--- src/hdl/ssc_pkg.sv ---
// ----------------------------------------------------------------------------
// ssc_pkg: shared types and constants for the scan set change counter
// Sizes of the identifier sets, field widths, register indexes, the
// controller state type and the control bundle that drives the cell row.
// ----------------------------------------------------------------------------
package ssc_pkg;

  // Set sizing
  localparam int SET_CAPACITY = 32;
  localparam int CNT_W        = $clog2(SET_CAPACITY + 1);
  localparam int STEP_W       = $clog2(SET_CAPACITY);

  // Field widths
  localparam int ID_W        = 48;
  localparam int TOTAL_W     = 31;
  localparam int OUT_CNT_W   = 6;
  localparam int MINC_W      = 7;
  localparam int CMP_W       = 8;
  localparam int OUT_DATA_W  = 48;
  localparam int OUT_USED_W  = TOTAL_W + 2 + 2 * OUT_CNT_W;

  localparam logic [TOTAL_W-1:0] TOTAL_MAX = '1;

  // Divide by three as multiply by 43 and shift by 7 (exact below 128)
  localparam int DIV3_MUL   = 43;
  localparam int DIV3_SHIFT = 7;

  // Configuration register indexes
  localparam int REG_ADDR_W = 1;
  localparam logic [REG_ADDR_W-1:0] REG_ENABLED    = 1'd0;
  localparam logic [REG_ADDR_W-1:0] REG_MIN_CHANGE = 1'd1;

  localparam logic [MINC_W-1:0] MIN_CHANGE_RST = 7'd3;

  // Controller states
  typedef enum logic [2:0] {
    ST_IDLE,
    ST_ROTATE,
    ST_LOAD,
    ST_COUNT,
    ST_FINISH
  } state_t;

  // Commands broadcast to every cell
  typedef struct packed {
    logic append;    // shift a new identifier in at cell 0
    logic start;     // clear match marks for a new comparison
    logic rotate;    // compare, then rotate the current set one cell
    logic load;      // capture miss flags
    logic shift;     // move miss flags one cell toward the tail
    logic transfer;  // current set becomes the previous set
  } cell_ctl_t;

endpackage

--- src/hdl/ssc_cell.sv ---
// ----------------------------------------------------------------------------
// ssc_cell: one cell of the identifier row
// Holds one previous-scan entry and one current-scan entry. The current
// entry travels along the ring during comparison, carrying its found mark.
// ----------------------------------------------------------------------------
module ssc_cell (
  input  logic                    clk,
  input  logic                    rst,
  input  ssc_pkg::cell_ctl_t      ctl,
  input  logic [ssc_pkg::ID_W-1:0] id_in,
  input  logic                    valid_in,
  input  logic                    found_in,
  input  logic                    gone_in,
  input  logic                    fresh_in,
  output logic [ssc_pkg::ID_W-1:0] id_out,
  output logic                    valid_out,
  output logic                    found_out,
  output logic                    gone_out,
  output logic                    fresh_out
);

  logic [ssc_pkg::ID_W-1:0] prev_id;
  logic                     prev_v;
  logic                     matched;
  logic [ssc_pkg::ID_W-1:0] cur_id;
  logic                     cur_v;
  logic                     found;
  logic                     gone_flag;
  logic                     fresh_flag;
  logic                     hit;

  // Compare the resident previous entry with the passing current entry
  assign hit = prev_v && cur_v && (prev_id == cur_id);

  assign id_out    = cur_id;
  assign valid_out = cur_v;
  assign found_out = found || hit;
  assign gone_out  = gone_flag;
  assign fresh_out = fresh_flag;

  // Validity of both entries
  always_ff @(posedge clk) begin
    if (rst) begin
      prev_v <= 1'b0;
      cur_v  <= 1'b0;
    end else if (ctl.transfer) begin
      prev_v <= cur_v;
      cur_v  <= 1'b0;
    end else if (ctl.append || ctl.rotate) begin
      cur_v <= valid_in;
    end
  end

  // Entry payload
  always_ff @(posedge clk) begin
    if (ctl.transfer) begin
      prev_id <= cur_id;
    end
    if (ctl.append || ctl.rotate) begin
      cur_id <= id_in;
    end
  end

  // Match marks
  always_ff @(posedge clk) begin
    if (rst) begin
      matched <= 1'b0;
      found   <= 1'b0;
    end else begin
      if (ctl.start) begin
        matched <= 1'b0;
      end else if (ctl.rotate) begin
        matched <= matched || hit;
      end
      if (ctl.append || ctl.start) begin
        found <= 1'b0;
      end else if (ctl.rotate) begin
        found <= found_in;
      end
    end
  end

  // Miss flags, drained toward the tail for counting
  always_ff @(posedge clk) begin
    if (rst) begin
      gone_flag  <= 1'b0;
      fresh_flag <= 1'b0;
    end else if (ctl.load) begin
      gone_flag  <= prev_v && !matched;
      fresh_flag <= cur_v && !found;
    end else if (ctl.shift) begin
      gone_flag  <= gone_in;
      fresh_flag <= fresh_in;
    end
  end

endmodule

--- src/hdl/ssc_ctrl.sv ---
// ----------------------------------------------------------------------------
// ssc_ctrl: sequencer, counters and result register
// Takes input beats and configuration writes, steps the cell row through
// rotation and miss counting, applies the threshold and holds the result.
// ----------------------------------------------------------------------------
module ssc_ctrl (
  input  logic                                clk,
  input  logic                                rst,
  input  logic                                cfg_we,
  input  logic [ssc_pkg::REG_ADDR_W-1:0]      cfg_addr,
  input  logic [ssc_pkg::MINC_W-1:0]          cfg_wdata,
  input  logic                                s_tvalid,
  input  logic                                s_tlast,
  input  logic                                s_tuser,
  output logic                                s_tready,
  input  logic                                m_tready,
  output logic                                m_tvalid,
  output logic [ssc_pkg::OUT_DATA_W-1:0]      m_tdata,
  input  logic                                tail_gone,
  input  logic                                tail_fresh,
  output ssc_pkg::cell_ctl_t                  ctl
);

  ssc_pkg::state_t                   state;
  ssc_pkg::state_t                   state_next;
  logic                              enabled;
  logic [ssc_pkg::MINC_W-1:0]        min_change;
  logic [ssc_pkg::CNT_W-1:0]         cur_count;
  logic [ssc_pkg::CNT_W-1:0]         prev_count;
  logic [ssc_pkg::CNT_W-1:0]         cur_count_next;
  logic [ssc_pkg::CNT_W-1:0]         gone;
  logic [ssc_pkg::CNT_W-1:0]         fresh;
  logic [ssc_pkg::STEP_W-1:0]        step;
  logic                              compared;
  logic [ssc_pkg::TOTAL_W-1:0]       change_total;
  logic                              accept;
  logic                              append;
  logic                              terminal;
  logic                              step_end;
  logic                              fire;
  logic                              slot_free;
  logic [ssc_pkg::CNT_W-1:0]         larger;
  logic [ssc_pkg::CNT_W+5:0]         prod;
  logic [ssc_pkg::MINC_W-1:0]        third;
  logic [ssc_pkg::MINC_W-1:0]        thresh;
  logic [ssc_pkg::CNT_W:0]           sum;
  logic                              changed;
  logic [ssc_pkg::TOTAL_W-1:0]       total_next;

  // Input beat decode
  assign accept   = s_tvalid && s_tready;
  assign append   = accept && enabled && !s_tuser &&
                    (cur_count < ssc_pkg::CNT_W'(ssc_pkg::SET_CAPACITY));
  assign terminal = accept && enabled && (s_tlast || s_tuser);
  assign cur_count_next = cur_count + ssc_pkg::CNT_W'(append);
  assign step_end = (step == ssc_pkg::STEP_W'(ssc_pkg::SET_CAPACITY - 1));
  assign slot_free = !m_tvalid || m_tready;

  // Threshold: max(min_change, larger count / 3)
  assign larger = (prev_count > cur_count) ? prev_count : cur_count;
  assign prod   = (ssc_pkg::CNT_W+6)'(larger) * (ssc_pkg::CNT_W+6)'(ssc_pkg::DIV3_MUL);
  assign third  = ssc_pkg::MINC_W'(prod >> ssc_pkg::DIV3_SHIFT);
  assign thresh = (third < min_change) ? min_change : third;
  assign sum    = (ssc_pkg::CNT_W+1)'(gone) + (ssc_pkg::CNT_W+1)'(fresh);
  assign changed = compared &&
                   (ssc_pkg::CMP_W'(sum) >= ssc_pkg::CMP_W'(thresh));
  assign total_next = (changed && (change_total != ssc_pkg::TOTAL_MAX)) ?
                      change_total + 1'b1 : change_total;

  // Next state
  always_comb begin
    state_next = state;
    unique case (state)
      ssc_pkg::ST_IDLE: begin
        if (terminal) begin
          state_next = ((prev_count != '0) && (cur_count_next != '0)) ?
                       ssc_pkg::ST_ROTATE : ssc_pkg::ST_FINISH;
        end
      end
      ssc_pkg::ST_ROTATE: begin
        if (step_end) state_next = ssc_pkg::ST_LOAD;
      end
      ssc_pkg::ST_LOAD: begin
        state_next = ssc_pkg::ST_COUNT;
      end
      ssc_pkg::ST_COUNT: begin
        if (step_end) state_next = ssc_pkg::ST_FINISH;
      end
      ssc_pkg::ST_FINISH: begin
        if (slot_free) state_next = ssc_pkg::ST_IDLE;
      end
      default: state_next = ssc_pkg::ST_IDLE;
    endcase
  end

  // Outputs of the sequencer
  always_comb begin
    s_tready     = 1'b0;
    fire         = 1'b0;
    ctl          = '0;
    unique case (state)
      ssc_pkg::ST_IDLE: begin
        s_tready   = 1'b1;
        ctl.append = append;
        ctl.start  = terminal;
      end
      ssc_pkg::ST_ROTATE: ctl.rotate = 1'b1;
      ssc_pkg::ST_LOAD:   ctl.load   = 1'b1;
      ssc_pkg::ST_COUNT:  ctl.shift  = 1'b1;
      ssc_pkg::ST_FINISH: begin
        fire         = slot_free;
        ctl.transfer = slot_free;
      end
      default: ctl = '0;
    endcase
  end

  always_ff @(posedge clk) begin
    if (rst) begin
      state <= ssc_pkg::ST_IDLE;
    end else begin
      state <= state_next;
    end
  end

  // Configuration registers
  always_ff @(posedge clk) begin
    if (rst) begin
      enabled    <= 1'b1;
      min_change <= ssc_pkg::MIN_CHANGE_RST;
    end else if (cfg_we) begin
      unique case (cfg_addr)
        ssc_pkg::REG_ENABLED:    enabled    <= cfg_wdata[0];
        ssc_pkg::REG_MIN_CHANGE: min_change <= cfg_wdata;
        default:                 enabled    <= enabled;
      endcase
    end
  end

  // Set counts, step counter and miss tallies
  always_ff @(posedge clk) begin
    if (rst) begin
      cur_count    <= '0;
      prev_count   <= '0;
      step         <= '0;
      gone         <= '0;
      fresh        <= '0;
      compared     <= 1'b0;
      change_total <= '0;
    end else begin
      if (state == ssc_pkg::ST_IDLE) begin
        cur_count <= cur_count_next;
        step      <= '0;
        if (terminal) begin
          compared <= (prev_count != '0) && (cur_count_next != '0);
          gone     <= '0;
          fresh    <= '0;
        end
      end
      if (state == ssc_pkg::ST_ROTATE || state == ssc_pkg::ST_COUNT) begin
        step <= step + 1'b1;
      end
      if (state == ssc_pkg::ST_LOAD) begin
        step <= '0;
      end
      if (state == ssc_pkg::ST_COUNT) begin
        gone  <= gone + ssc_pkg::CNT_W'(tail_gone);
        fresh <= fresh + ssc_pkg::CNT_W'(tail_fresh);
      end
      if (fire) begin
        prev_count   <= cur_count;
        cur_count    <= '0;
        change_total <= total_next;
      end
    end
  end

  // Result register
  always_ff @(posedge clk) begin
    if (rst) begin
      m_tvalid <= 1'b0;
    end else if (fire) begin
      m_tvalid <= 1'b1;
    end else if (m_tready) begin
      m_tvalid <= 1'b0;
    end
  end

  always_ff @(posedge clk) begin
    if (fire) begin
      m_tdata <= ssc_pkg::OUT_DATA_W'({ssc_pkg::OUT_CNT_W'(fresh),
                                       ssc_pkg::OUT_CNT_W'(gone),
                                       compared, changed, total_next});
    end
  end

endmodule

--- src/hdl/scan_set_change_counter_top.sv ---
// ----------------------------------------------------------------------------
// scan_set_change_counter_top: scene-change counter over access-point scans
// Collects the identifiers of each scan and compares them with the previous
// scan when the scan ends, counting scans whose change reaches a threshold.
// ----------------------------------------------------------------------------
// An identifier beat that does not end a scan is taken at once. A beat that
// ends a scan holds s_tready low while the row of SET_CAPACITY cells does
// the comparison: the current set rotates once around the ring (one
// comparator per cell), the load state captures the miss flags, and the
// flags drain past the tail counter; the finish state then applies the
// threshold and loads the result, waiting for the previous result to be
// taken. When no comparison is needed (either set empty) the rotation and
// drain are skipped. Identifier beats arriving while enabled is 0 are taken
// and discarded.
module scan_set_change_counter_top (
  input  logic                                clk,
  input  logic                                rst,
  // Configuration write port
  input  logic                                cfg_we,
  input  logic [ssc_pkg::REG_ADDR_W-1:0]      cfg_addr,
  input  logic [ssc_pkg::MINC_W-1:0]          cfg_wdata,
  // Identifier stream
  input  logic                                s_tvalid,
  output logic                                s_tready,
  input  logic [ssc_pkg::ID_W-1:0]            s_tdata,   // [47:0] station_id
  input  logic                                s_tlast,   // last
  input  logic                                s_tuser,   // no_entry
  // Result stream
  output logic                                m_tvalid,
  input  logic                                m_tready,
  // [30:0] change_total, [31] changed, [32] compared,
  // [38:33] gone_count, [44:39] fresh_count, [47:45] zero
  output logic [ssc_pkg::OUT_DATA_W-1:0]      m_tdata
);

  localparam int N = ssc_pkg::SET_CAPACITY;

  ssc_pkg::cell_ctl_t             ctl;
  logic [ssc_pkg::ID_W-1:0]       id_link    [N];
  logic                           valid_link [N];
  logic                           found_link [N];
  logic                           gone_link  [N];
  logic                           fresh_link [N];
  logic [ssc_pkg::ID_W-1:0]       head_id;
  logic                           head_valid;

  // Feed cell 0: the new identifier on append, the ring tail on rotate
  assign head_id    = ctl.append ? s_tdata : id_link[N-1];
  assign head_valid = ctl.append ? 1'b1    : valid_link[N-1];

  ssc_ctrl u_ctrl (
    .clk        (clk),
    .rst        (rst),
    .cfg_we     (cfg_we),
    .cfg_addr   (cfg_addr),
    .cfg_wdata  (cfg_wdata),
    .s_tvalid   (s_tvalid),
    .s_tlast    (s_tlast),
    .s_tuser    (s_tuser),
    .s_tready   (s_tready),
    .m_tready   (m_tready),
    .m_tvalid   (m_tvalid),
    .m_tdata    (m_tdata),
    .tail_gone  (gone_link[N-1]),
    .tail_fresh (fresh_link[N-1]),
    .ctl        (ctl)
  );

  // Row of cells, closed into a ring for the current set
  for (genvar i = 0; i < N; i++) begin : g_cell
    if (i == 0) begin : g_head
      ssc_cell u_cell (
        .clk       (clk),
        .rst       (rst),
        .ctl       (ctl),
        .id_in     (head_id),
        .valid_in  (head_valid),
        .found_in  (found_link[N-1]),
        .gone_in   (1'b0),
        .fresh_in  (1'b0),
        .id_out    (id_link[i]),
        .valid_out (valid_link[i]),
        .found_out (found_link[i]),
        .gone_out  (gone_link[i]),
        .fresh_out (fresh_link[i])
      );
    end else begin : g_body
      ssc_cell u_cell (
        .clk       (clk),
        .rst       (rst),
        .ctl       (ctl),
        .id_in     (id_link[i-1]),
        .valid_in  (valid_link[i-1]),
        .found_in  (found_link[i-1]),
        .gone_in   (gone_link[i-1]),
        .fresh_in  (fresh_link[i-1]),
        .id_out    (id_link[i]),
        .valid_out (valid_link[i]),
        .found_out (found_link[i]),
        .gone_out  (gone_link[i]),
        .fresh_out (fresh_link[i])
      );
    end
  end

endmodule

--- config.mk ---
export PLATFORM = sky130hd
export DESIGN_NAME = scan_set_change_counter_top
export DESIGN_NICKNAME = d
export VERILOG_FILES = /design/src/hdl/ssc_pkg.sv /design/src/hdl/ssc_cell.sv /design/src/hdl/ssc_ctrl.sv /design/src/hdl/scan_set_change_counter_top.sv
export SDC_FILE = /design/constraint.sdc
export NUM_CORES = 2
export LEC_CHECK = 0
export ABC_AREA = 1
export CAP_MARGIN = 20
export CORE_MARGIN = 4
export CORE_UTILIZATION = 68
export DETAILED_ROUTE_END_ITERATION = 12
export DONT_BUFFER_PORTS = 1
export GPL_TIMING_DRIVEN = 0
export PLACE_DENSITY = 0.91
export SYNTH_ARGS = -nofsm -noshare
export SYNTH_HDL_FRONTEND = slang
export SYNTH_SLANG_ARGS = --single-unit
--- constraint.sdc ---
create_clock -name clk -period 73.4 [get_ports clk]
set_input_delay 3.67 -clock clk [delete_from_list [all_inputs] [get_ports clk]]
set_output_delay 3.67 -clock clk [all_outputs]
set_load 0.01 [all_outputs]
==> qor.csv <==
stage,metric,value,unit
outcome,status,"finished, final reports clean",
drt,dr.pass1.iters,7,
synth,synth_cell_type_count,58,
global_route,use_met3,0.0728,
final_layout,layout-drive-gt1-share,0.0559,
critical_path,crit_slowest_cell,o21ai_0,
critical_path,rr_startpoint,u_ctrl.cur_count[5],
drt,remaining_drc_errors,0,
global_route,antenna_found_initial,17,
sta,max_freq,0.125,GHz
synth,async_flop_share,0,
clocking,clkTransAtPathRegs,0.06,ns
final_layout,nNetsFinal,9100,
sta,max_slew_margin,0.188,
sta,skew,0.0736,ns
drt,dr_total_vias,75900,
sta,fin_crit,8.01,ns
global_route,grt_usage,0.333,
sta,rsz0062_at_grt,false,
run,maxCapViolCount,0,
sta,period_share,0.109,
sta,finalSetupViolCount,0,
clocking,clockBufferDepth,4,
clocking,clockRootBuffer,clkbuf_16,
global_route,grt.overflow.total,0,
clocking,cts_tree,done,
worst_hold_path,hold_end,g_cell[31].g_body.u_cell.fresh_out,
global_route,top_usage_layer,met2,
clocking,cts.hold.buffers_added,0,
critical_path,r2r_slack,65.39,ns
synth,synth_area,127000,µm²
critical_path,worstRegToRegCells,40,
synth,yosys_warnings,0,
worst_hold_path,hp-start,g_cell[30].g_body.u_cell.fresh_out,
worst_hold_path,hold_depth,2,
critical_path,worstSetupEndpointType,flip-flop,
drt,post_drt_wl_per_cell,27.7,µm
clocking,ctsHtreeMaxLevel,5,
synth,synth_top_area_frac,0.739,
sta,final_hold_viol_count,0,
power,total_power,5.08,mW
final_layout,area_growth,11.1,%
synth,synth_edf_count,3117,
sta,finalWorstSetupSlack,65.39,ns
critical_path,crit_buf_inv,7,
critical_path,cp-start-kind,flip-flop,
die,die_area,193000,µm²
critical_path,cp.depth,40,
power,max-vdd-ir-drop,0.0284,mV
critical_path,worst_path_most_repeated_cell,nand2_1,
drt,drt_iter0_markers,12500,
synth,synth.top_cells.by_area,"edfxtp_1 74%, dfxtp_1 4.2%, inv_1 3.8%",
power,powerDensity,36.1,nW/µm²
drt,vias_per_cell,6.49,
global_route,first_global_vias,74400,
clocking,cts_setup_buffers,0,
final_layout,fin_cells,11700,
synth,synth_ff_type,edfxtp_1,
synth,seq_area_frac_synth,0.781,
final_layout,nFillCells,9705,
clocking,cts_buffers,333,
worst_hold_path,hold_class,flip-flop to flip-flop,
placement,dp_slack,65.38,ns
die,initial_core_util,0.683,
critical_path,cp.required,74.09,ns
placement,portBuffers,0,
critical_path,max_stage_delay,0.68,ns
synth,syn_area_per_cell,14.7,µm²
global_route,use_met2,0.542,
die,die_h,440,µm
clocking,clk_latency,0.95,ns
die,io_pins,113,
drt,wl,325000,µm
sta,setup-tns-final,0,ns
die,num_rows,158,
die,fp.dieW,440,µm
global_route,grt_pass1_wl,474000,µm
final_layout,multi_input_area,22700,µm²
clocking,numClockSinks,3382,
synth,synthCells,8610,
critical_path,critical_path_arrival,8.69,ns
critical_path,regToRegEndpoint,u_ctrl.m_tdata[16],
synth,synth-seq-cells,3382,
critical_path,cp_max_fo,10,
synth,synth_top_area_cell,edfxtp_1,
clocking,cts_resized,0,
global_route,grt_max_degree,152,
placement,post_dp_cell_area,131000,µm²
sta,slew_violations,0,
placement,placed_cells,11100,
critical_path,critPathKind,flip-flop to flip-flop,
sta,worstMarginPinSlew,1.19,ns
placement,hpwlAfterDp,211000,µm
power,leakagePower,50.1,nW
critical_path,path_delay_family,adder cells,
drt,final_antenna_net_count,0,
die,core_area,185000,µm²
final_layout,fin_area,141000,µm²
global_route,gr-usage-met1,0.434,
placement,gp_congestion,0.945,
final_layout,seqCellArea,98900,µm²
## area by class of cell
cell class / instances / area share
Clock inverter: 177 / 0.0106
Buffer: 87 / 0.00252
Clock buffer: 402 / 0.0616
Timing Repair Buffer: 27 / 0.00519
Inverter: 1274 / 0.0341
Tap cell: 2480 / 0.0220
Sequential cell: 3382 / 0.703
Multi-Input combinational cell: 3869 / 0.161
Antenna cell: 6 / 0.000107
## flip-flops by register name, indices dropped and copies added (netlist names), 5 cells and up
register	count
g_cell.g_body.u_cell.found	31
g_cell.g_body.u_cell.prev_v	31
u_ctrl.m_tdata	45
g_cell.g_head.u_cell.id_out	48
g_cell.g_body.u_cell.fresh_out	31
u_ctrl.cur_count	6
u_ctrl.step	5
g_cell.g_body.u_cell.matched	31
g_cell.g_body.u_cell.id_out	1488
g_cell.g_body.u_cell.gone_out	31
g_cell.g_body.u_cell.prev_id	1488
u_ctrl.prev_count	6
g_cell.g_head.u_cell.prev_id	48
u_ctrl.min_change	7
u_ctrl.gone	6
u_ctrl.change_total	31
u_ctrl.fresh	6
g_cell.g_body.u_cell.valid_out	31
## synthesized netlist by cell type, drive strengths merged, types with 85 or more instances
master and number:
dfxtp 265, xnor2 151, nand3 169, a221oi 126
a22o 85, edfxtp 3117, xor2 375, nand2 1095
o21ai 310, o22ai 357, nand4 135, inv 1273
nor4 174, a21oi 150, nor2 286
## worst max-delay path by stage
stage	slack, ns	startpoint	to
final	65.39	u_ctrl.cur_count[5]	u_ctrl.m_tdata[16]
after global routing	64.64	u_ctrl.cur_count[5]	u_ctrl.change_total[30]
after floorplan	37.27	m_tready	g_cell[0].g_head.u_cell.prev_id[0]
after CTS	65.40	u_ctrl.cur_count[5]	u_ctrl.m_tdata[16]
after detailed placement	65.38	u_ctrl.cur_count[5]	u_ctrl.m_tdata[16]
after global placement	25.13	s_tvalid	g_cell[17].g_body.u_cell.valid_out
## tightest hold or removal path: cells and delay by family, from the launching register on
family,cells,cell delay (ns)
simple gates,1,0.06
flops,1,0.31
compound gates,1,0.07
## kinds of logic after synthesis
family                     count (synthesis)  synth area share
and+or+nand+nor                         1984            0.0692
DFF                                     3382             0.781
xor gates and xnor gates                 526            0.0364
adders and majority gates                 63           0.00652
muxes                                     13           0.00103
AOI/OAI and AO/OA                       1280            0.0658
other                                      1         0.0000296
buffers and inverters                   1361            0.0405
## layout by cell type (no fill, tap or decap), types with 25 or more instances in the layout
cell type,n
edfxtp_1,3117
inv_1,1266
nand2_1,1091
xor2_1,374
o22ai_1,357
clkbuf_16,336
o21ai_0,302
nor2_1,284
dfxtp_1,265
nor4_1,173
nand3_1,168
xnor2_1,151
a21oi_1,150
nand4_1,134
clkbuf_1,131
a221oi_1,126
a22o_1,85
a211oi_1,84
clkinv_1,81
a31oi_1,69
ha_1,58
nor3_1,57
clkinv_2,46
o2111ai_1,39
buf_16,26
or2_2,25
## metal layers
metal / vias to the layer above / routed length [µm]
met5: - / 83
met4: 14 / 17700
met3: 1111 / 38200
met2: 5904 / 156000
met1: 36900 / 112000
li1: 32000 / -
## per-stage QoR
step	util	hold WS, ns
after detailed placement	0.704	0.440
after global routing	0.759	0.454
after floorplan	-	0.425
final	0.759	0.444
after global placement	0.700	0.438
after CTS	0.759	0.442
## power breakdown
part / internal (mW) / leakage [nW] / switching (mW)
Clock: 0.925 / 4.94 / 0.710
Combinational: 0.174 / 14.2 / 0.450
Sequential: 2.56 / 30.9 / 0.254
Total: 3.66 / 50.1 / 1.41
(Power assumes the default switching activity.)
